[src/hdl/ffc_pkg.sv]
// shared constants, key and operator codes and sequencer states for the calculator core
package ffc_pkg;

    // datapath width of accumulator and shown value
    localparam int VALUE_WIDTH = 32;
    // iteration counter width, one step per value bit
    localparam int CNT_W = $clog2(VALUE_WIDTH);

    // key codes on the command field
    typedef enum logic [2:0] {
        CMD_DIGIT  = 3'd0,
        CMD_CLEAR  = 3'd1,
        CMD_EQUALS = 3'd2,
        CMD_ADD    = 3'd3,
        CMD_SUB    = 3'd4,
        CMD_MUL    = 3'd5,
        CMD_DIV    = 3'd6
    } cmd_t;

    // pending operator codes
    typedef enum logic [2:0] {
        OP_NONE = 3'd0,
        OP_ADD  = 3'd1,
        OP_SUB  = 3'd2,
        OP_MUL  = 3'd3,
        OP_DIV  = 3'd4
    } op_t;

    // sequencer states
    typedef enum logic [2:0] {
        ST_IDLE,
        ST_MUL,
        ST_DIV_ABS_A,
        ST_DIV_ABS_B,
        ST_DIV,
        ST_DIV_SIGN,
        ST_APPLY,
        ST_WRITE
    } state_t;

endpackage

[src/hdl/four_function_calculator_core.sv]
// calculator core: key decode, shared add/subtract unit, shift-add multiply and restoring divide
//
//  channel | handshake            | fields
//  --------+----------------------+------------------------------
//  in      | in_valid, in_ready   | command, digit
//  out     | out_valid, out_ready | shown_value, pending_operator
//
// path from key acceptance to the result transaction with the receiver ready
// digit, clear, unused keys and a pending none, add or subtract operator: straight to write
// a pending multiply: one shift-add step per cycle on the shared adder, then apply and write
// a pending divide: sign strip, one step per bit, sign fix, then apply and write; straight
// to write when the divisor is zero; in_ready is high only while idle and a waiting result holds
// the next one in the write state; rst_n clears the control and architectural registers, sets start-new-number
module four_function_calculator_core (
    input  logic                                  clk,
    input  logic                                  rst_n,
    input  logic                                  in_valid,
    output logic                                  in_ready,
    input  logic [2:0]                            command,
    input  logic [3:0]                            digit,
    output logic                                  out_valid,
    input  logic                                  out_ready,
    output logic signed [ffc_pkg::VALUE_WIDTH-1:0] shown_value,
    output logic [2:0]                            pending_operator
);
    import ffc_pkg::*;

    localparam int W = VALUE_WIDTH;

    state_t         state_reg, state_next;
    logic [W-1:0]   acc_reg, acc_next;
    logic [W-1:0]   entry_reg, entry_next;
    logic [2:0]     pop_reg, pop_next;
    logic           snew_reg, snew_next;
    logic [2:0]     new_op_reg, new_op_next;
    logic [W-1:0]   a_reg, a_next;
    logic [W-1:0]   b_reg, b_next;
    logic [W-1:0]   q_reg, q_next;
    logic           neg_reg, neg_next;
    logic [CNT_W-1:0] cnt_reg, cnt_next;
    logic           out_valid_reg, out_valid_next;
    logic [W-1:0]   out_value_reg, out_value_next;
    logic [2:0]     out_op_reg, out_op_next;

    logic           accept;
    logic           out_free;
    logic [W:0]     add_x, add_y, add_res;
    logic           add_sub;
    logic [W-1:0]   digit_base;
    logic [W-1:0]   digit_val;
    logic [2:0]     key_op;
    logic [W-1:0]   div_shift;

    assign in_ready         = (state_reg == ST_IDLE);
    assign accept           = in_valid && in_ready;
    assign out_free         = !out_valid_reg || out_ready;
    assign out_valid        = out_valid_reg;
    assign shown_value      = out_value_reg;
    assign pending_operator = out_op_reg;

    // digit entry: base * 10 + digit, wrapping
    assign digit_base = snew_reg ? '0 : entry_reg;
    assign digit_val  = (digit_base << 3) + (digit_base << 1) + W'(digit);

    // operator left pending by this key
    assign key_op = (command == CMD_EQUALS) ? OP_NONE
                  : 3'(command - 3'(CMD_ADD) + 3'(OP_ADD));

    // partial remainder shifted left with the next dividend bit
    assign div_shift = {a_reg[W-2:0], q_reg[W-1]};

    // shared add/subtract unit operand selection
    always_comb
    begin
        add_x   = '0;
        add_y   = '0;
        add_sub = 1'b0;
        case (state_reg)
            ST_IDLE:
            begin
                add_x   = {1'b0, acc_reg};
                add_y   = {1'b0, entry_reg};
                add_sub = (pop_reg == OP_SUB);
            end
            ST_MUL:
            begin
                add_x = {1'b0, a_reg};
                add_y = {1'b0, b_reg};
            end
            ST_DIV_ABS_A, ST_DIV_SIGN:
            begin
                add_y   = {1'b0, q_reg};
                add_sub = 1'b1;
            end
            ST_DIV_ABS_B:
            begin
                add_y   = {1'b0, b_reg};
                add_sub = 1'b1;
            end
            ST_DIV:
            begin
                add_x   = {1'b0, div_shift};
                add_y   = {1'b0, b_reg};
                add_sub = 1'b1;
            end
            default:
            begin
                add_sub = 1'b0;
            end
        endcase
    end

    assign add_res = add_x + (add_sub ? ~add_y : add_y) + (W+1)'(add_sub);

    // next state
    always_comb
    begin
        state_next = state_reg;
        case (state_reg)
            ST_IDLE:
            begin
                if (accept)
                begin
                    state_next = ST_WRITE;
                    if (command >= CMD_EQUALS && command <= CMD_DIV)
                    begin
                        if (pop_reg == OP_MUL)
                            state_next = ST_MUL;
                        else if (pop_reg == OP_DIV && entry_reg != '0)
                            state_next = ST_DIV_ABS_A;
                    end
                end
            end
            ST_MUL:
            begin
                if (cnt_reg == '0)
                    state_next = ST_APPLY;
            end
            ST_DIV_ABS_A: state_next = ST_DIV_ABS_B;
            ST_DIV_ABS_B: state_next = ST_DIV;
            ST_DIV:
            begin
                if (cnt_reg == '0)
                    state_next = ST_DIV_SIGN;
            end
            ST_DIV_SIGN:  state_next = ST_APPLY;
            ST_APPLY:     state_next = ST_WRITE;
            ST_WRITE:
            begin
                if (out_free)
                    state_next = ST_IDLE;
            end
            default:      state_next = ST_IDLE;
        endcase
    end

    // datapath and output register updates
    always_comb
    begin
        acc_next       = acc_reg;
        entry_next     = entry_reg;
        pop_next       = pop_reg;
        snew_next      = snew_reg;
        new_op_next    = new_op_reg;
        a_next         = a_reg;
        b_next         = b_reg;
        q_next         = q_reg;
        neg_next       = neg_reg;
        cnt_next       = cnt_reg;
        out_value_next = out_value_reg;
        out_op_next    = out_op_reg;
        out_valid_next = out_valid_reg && !out_ready;
        case (state_reg)
            ST_IDLE:
            begin
                if (accept)
                begin
                    if (command == CMD_DIGIT)
                    begin
                        entry_next = digit_val;
                        snew_next  = 1'b0;
                    end
                    else if (command == CMD_CLEAR)
                    begin
                        acc_next   = '0;
                        entry_next = '0;
                        pop_next   = OP_NONE;
                        snew_next  = 1'b1;
                    end
                    else if (command <= CMD_DIV)
                    begin
                        new_op_next = key_op;
                        case (pop_reg)
                            OP_ADD, OP_SUB:
                            begin
                                acc_next   = add_res[W-1:0];
                                entry_next = add_res[W-1:0];
                                pop_next   = key_op;
                                snew_next  = 1'b1;
                            end
                            OP_MUL:
                            begin
                                a_next   = '0;
                                b_next   = acc_reg;
                                q_next   = entry_reg;
                                cnt_next = CNT_W'(W - 1);
                            end
                            OP_DIV:
                            begin
                                if (entry_reg == '0)
                                begin
                                    entry_next = acc_reg;
                                    pop_next   = key_op;
                                    snew_next  = 1'b1;
                                end
                                else
                                begin
                                    a_next   = '0;
                                    b_next   = entry_reg;
                                    q_next   = acc_reg;
                                    neg_next = acc_reg[W-1] ^ entry_reg[W-1];
                                    cnt_next = CNT_W'(W - 1);
                                end
                            end
                            default:
                            begin
                                acc_next  = entry_reg;
                                pop_next  = key_op;
                                snew_next = 1'b1;
                            end
                        endcase
                    end
                end
            end
            ST_MUL:
            begin
                if (q_reg[0])
                    a_next = add_res[W-1:0];
                b_next   = b_reg << 1;
                q_next   = q_reg >> 1;
                cnt_next = cnt_reg - 1'b1;
            end
            ST_DIV_ABS_A:
            begin
                if (q_reg[W-1])
                    q_next = add_res[W-1:0];
            end
            ST_DIV_ABS_B:
            begin
                if (b_reg[W-1])
                    b_next = add_res[W-1:0];
            end
            ST_DIV:
            begin
                // restoring step: keep the difference when no borrow
                if (!add_res[W])
                    a_next = add_res[W-1:0];
                else
                    a_next = div_shift;
                q_next   = {q_reg[W-2:0], !add_res[W]};
                cnt_next = cnt_reg - 1'b1;
            end
            ST_DIV_SIGN:
            begin
                if (neg_reg)
                    q_next = add_res[W-1:0];
            end
            ST_APPLY:
            begin
                acc_next   = (pop_reg == OP_MUL) ? a_reg : q_reg;
                entry_next = (pop_reg == OP_MUL) ? a_reg : q_reg;
                pop_next   = new_op_reg;
                snew_next  = 1'b1;
            end
            ST_WRITE:
            begin
                if (out_free)
                begin
                    out_valid_next = 1'b1;
                    out_value_next = entry_reg;
                    out_op_next    = pop_reg;
                end
            end
            default:
            begin
                cnt_next = '0;
            end
        endcase
    end

    // control and architectural state
    always_ff @(posedge clk or negedge rst_n)
    begin
        if (!rst_n)
        begin
            state_reg     <= ST_IDLE;
            acc_reg       <= '0;
            entry_reg     <= '0;
            pop_reg       <= OP_NONE;
            snew_reg      <= 1'b1;
            cnt_reg       <= '0;
            out_valid_reg <= 1'b0;
        end
        else
        begin
            state_reg     <= state_next;
            acc_reg       <= acc_next;
            entry_reg     <= entry_next;
            pop_reg       <= pop_next;
            snew_reg      <= snew_next;
            cnt_reg       <= cnt_next;
            out_valid_reg <= out_valid_next;
        end
    end

    // working and output payload registers
    always_ff @(posedge clk)
    begin
        new_op_reg    <= new_op_next;
        a_reg         <= a_next;
        b_reg         <= b_next;
        q_reg         <= q_next;
        neg_reg       <= neg_next;
        out_value_reg <= out_value_next;
        out_op_reg    <= out_op_next;
    end

    // a new result only appears out of the write state
    assert property (@(posedge clk) disable iff (!rst_n)
        $rose(out_valid_reg) |-> $past(state_reg == ST_WRITE))
        else $error("result loaded outside write state");

    // restoring divide keeps remainder below a non-zero divisor
    assert property (@(posedge clk) disable iff (!rst_n)
        (state_reg == ST_DIV) |-> (b_reg != '0) && (a_reg < b_reg))
        else $error("divide remainder out of range");

    // iteration loops leave after the last step
    assert property (@(posedge clk) disable iff (!rst_n)
        ((state_reg == ST_MUL || state_reg == ST_DIV) && cnt_reg == '0)
        |=> (state_reg == ST_APPLY || state_reg == ST_DIV_SIGN))
        else $error("iteration loop overran");

    // applying an operation always starts a new number and goes to write
    assert property (@(posedge clk) disable iff (!rst_n)
        (state_reg == ST_APPLY) |=> snew_reg && (state_reg == ST_WRITE))
        else $error("apply did not finish the transaction");

    // pending operator never holds a meaningless code
    assert property (@(posedge clk) disable iff (!rst_n)
        pop_reg <= OP_DIV)
        else $error("pending operator code out of range");

endmodule

[config.mk]
export PLATFORM = sky130hd
export DESIGN_NAME = four_function_calculator_core
export DESIGN_NICKNAME = d
export VERILOG_FILES = /design/src/hdl/ffc_pkg.sv /design/src/hdl/four_function_calculator_core.sv
export SDC_FILE = /design/constraint.sdc
export NUM_CORES = 1
export LEC_CHECK = 0
export ABC_AREA = 1
export BUFFER_PORTS_ARGS = -buffer_cell sky130_fd_sc_hd__clkbuf_2
export CAP_MARGIN = 20
export CORE_ASPECT_RATIO = 0.5
export CORE_UTILIZATION = 30
export CTS_BUF_LIST = sky130_fd_sc_hd__clkbuf_4
export DETAILED_ROUTE_END_ITERATION = 6
export PLACE_DENSITY = 0.41
export SKIP_CTS_REPAIR_TIMING = 1
export SLEW_MARGIN = 5
export SYNTH_ARGS = -nofsm -noshare
export SYNTH_HDL_FRONTEND = slang
export SYNTH_SLANG_ARGS = --single-unit
export TNS_END_PERCENT = 5
[constraint.sdc]
create_clock -name clk -period 7.15 [get_ports clk]
set_clock_uncertainty 0.05 [all_clocks]
set_input_delay 0.3575 -clock clk [delete_from_list [all_inputs] [get_ports clk]]
set_output_delay 0.3575 -clock clk [all_outputs]
set_load 0.05 [all_outputs]
==> out/results.ini <==
[floorplan]
die_x_um=341.3
die_area_mm2=0.05859
top_level_ports=48
core.rowCount=61
die_h_um=171.7
core-area_mm2=0.05617
start_util=0.3074

[setup_path]
crit_path_end=a_reg[7]
endpoint_kind=flop
crit_path_start=state_reg[0]
rrSetupSlack_ns=1.32
r2r_end=a_reg[7]
r2r_start=state_reg[0]
required_ns=7.62
reg2regPathDepth=22
critPathKind=reg -> reg
cp.arrival_ns=6.30
cp-start-kind=flop
crit_path_max_fanout=27

[grt]
antenna_found_initial=6
grt_pass1_wl_um=117300
grt_usage=0.2739
grt_max_degree=57
grt_pass1_vias=16765
overflow=0

[yosys]
syn_inst=2343
synthArstFlopShare=0.3632
syn_area_mm2=0.01727
synth_area_leaders=edfxtp_1, dfrtp_1, nand2_1
yosysWarnings=0
synth_cell_type_count=63
synth.most_common_cell=nand2_1
ys_seq_area_frac=0.3464
synth_top_area_cell=edfxtp_1
ys_seq_elements=212
synth_commonest_cells=nand2_1, nor2_1, inv_1
synth.top_cell.area_share=0.2347
synth-edff-count=135
synth.avg_cell_area_um2=7.370
mappedNetlistNets=2455
ys.flop_type=edfxtp_1

[placed_design]
numPortBuffers=47
hpwl_um=58770
dp.cells=3071
gp_congestion=0.9228
placed_area_mm2=0.01835
dp_slack_ns=1.370

[clock_network]
cts_tree=built
path_clk_slew_ns=0.07
clk_latency_ns=0.85
cts_made_buffers=56
htreeDepth=2
cts_root_buffer=clkbuf_4
clock_path_buffers=3
clkSinkCount=212

[sta]
rsz0062_at_grt=no
hold_viol=0
setup_tns_ns=0
worst_slew_pin_slew_ns=1.259
setup-violations-final=0
min_period_ns=5.826
fmax_mhz=171.6
setup_ws_ns=1.324
drv_slew=0
finalCritPeriodShare=0.8148
slew_headroom=0.1526

[routing]
dr.pass1.iters=6
num_vias=17552
drt_iter0_drc=1950
routed_via_density=5.511
drc=0
ant_nets=0
wire_per_inst_um=25.20
finalWirelength_um=80270

[finish]
layout-drive-gt1-share=0.1080
fin_nets=2492
nFillCells=6160
area_delta_synth_final_pct=11.07
design_area_mm2=0.01918
final_cells=3185

[worst_hold_path]
hp-class=in -> reg

[job]
maxCapViolCount=0

[status]
status=finished clean

## critical path, cell delays in order, from the launching register on
cell and delay [ns]:
dfrtp_1 0.44, inv_1 0.11, ha_1 0.29, nand2_4 0.31
nand2_1 0.20, nor2_8 0.42, inv_2 0.39, xor2_1 0.26
ha_1 0.39, a21oi_1 0.20, o21ai_0 0.15, nand2_1 0.09
nand2_1 0.06, nand2_1 0.08, nand3_2 0.10, a21o_4 0.25
a21o_1 0.18, nand2_1 0.09, nand2_2 0.31, nand2_2 0.74
o21ai_0 0.18, o21ai_1 0.12, o21ai_0 0.09
## metrics by stage
stage / hold WS [ns] / util
after CTS: -0.5148 / 0.3402
after global placement: 0.3560 / 0.3266
final: 0.02932 / 0.3415
after floorplan: 0.01191 / -
after global routing: 0.03354 / 0.3414
after detailed placement: 0.3657 / 0.3266
## cell families after synthesis
group	count (synthesis)	share of synthesized area
and+or+nand+nor	860	0.2077
AOI/OAI and AO/OA	732	0.2542
buffers and inverters	377	0.08375
DFF	212	0.3464
adders and majority gates	101	0.07448
xor gates and xnor gates	61	0.03355
## layout by cell type, fill, tap and decap left out, drive strengths merged, types with 9 or more instances in the layout
cell       n
a21boi     9
a21o      11
a21oi    202
a221oi    12
a22oi     29
a31oi     21
buf       37
clkbuf   143
clkinv    11
dfrtp     76
edfxtp   135
ha        98
inv      264
nand2    489
nand3     71
nor2     250
nor3      25
nor4      11
o2111ai   27
o211ai    57
o21a       9
o21ai    277
o221ai    36
o22ai     17
xor2      54
## final cells by class
class                   count  area [µm²]  share of cell area
multi-input cells        1754        9912              0.5168
flip-flops and latches    212        5982              0.3119
inverters                 267        1008             0.05258
well taps                 756       945.9             0.04932
clock buffers              97       728.2             0.03796
repair buffers             89       568.0             0.02962
clock inverters             8       31.28            0.001631
diodes                      2       5.005           0.0002609
## worst min path at each step
stage | end | cells past startpoint | from | slack, ns
CTS | entry_reg[14] | 1 | rst_n | -0.51
finish | new_op_reg[2] | 4 | command[2] | 0.03
detailed placement | entry_reg[1] | 1 | rst_n | 0.37
floorplan | acc_reg[0] | 0 | rst_n | 0.01
global route | new_op_reg[2] | 4 | command[2] | 0.03
global placement | entry_reg[1] | 1 | rst_n | 0.36
## metal layers
layer	GRT usage	vias to the layer above	part of all wire	wire length, µm
met5	0.02417	-	0.0029	230
met4	0.04913	6	0.015	1198
met3	0.09372	106	0.11	9050
met2	0.3647	767	0.37	30070
met1	0.4142	8411	0.49	39720
li1	-	8262	-	-
Power is not shown: default switching activity piles up to over one toggle a cycle in this logic, so the estimate is an artifact.
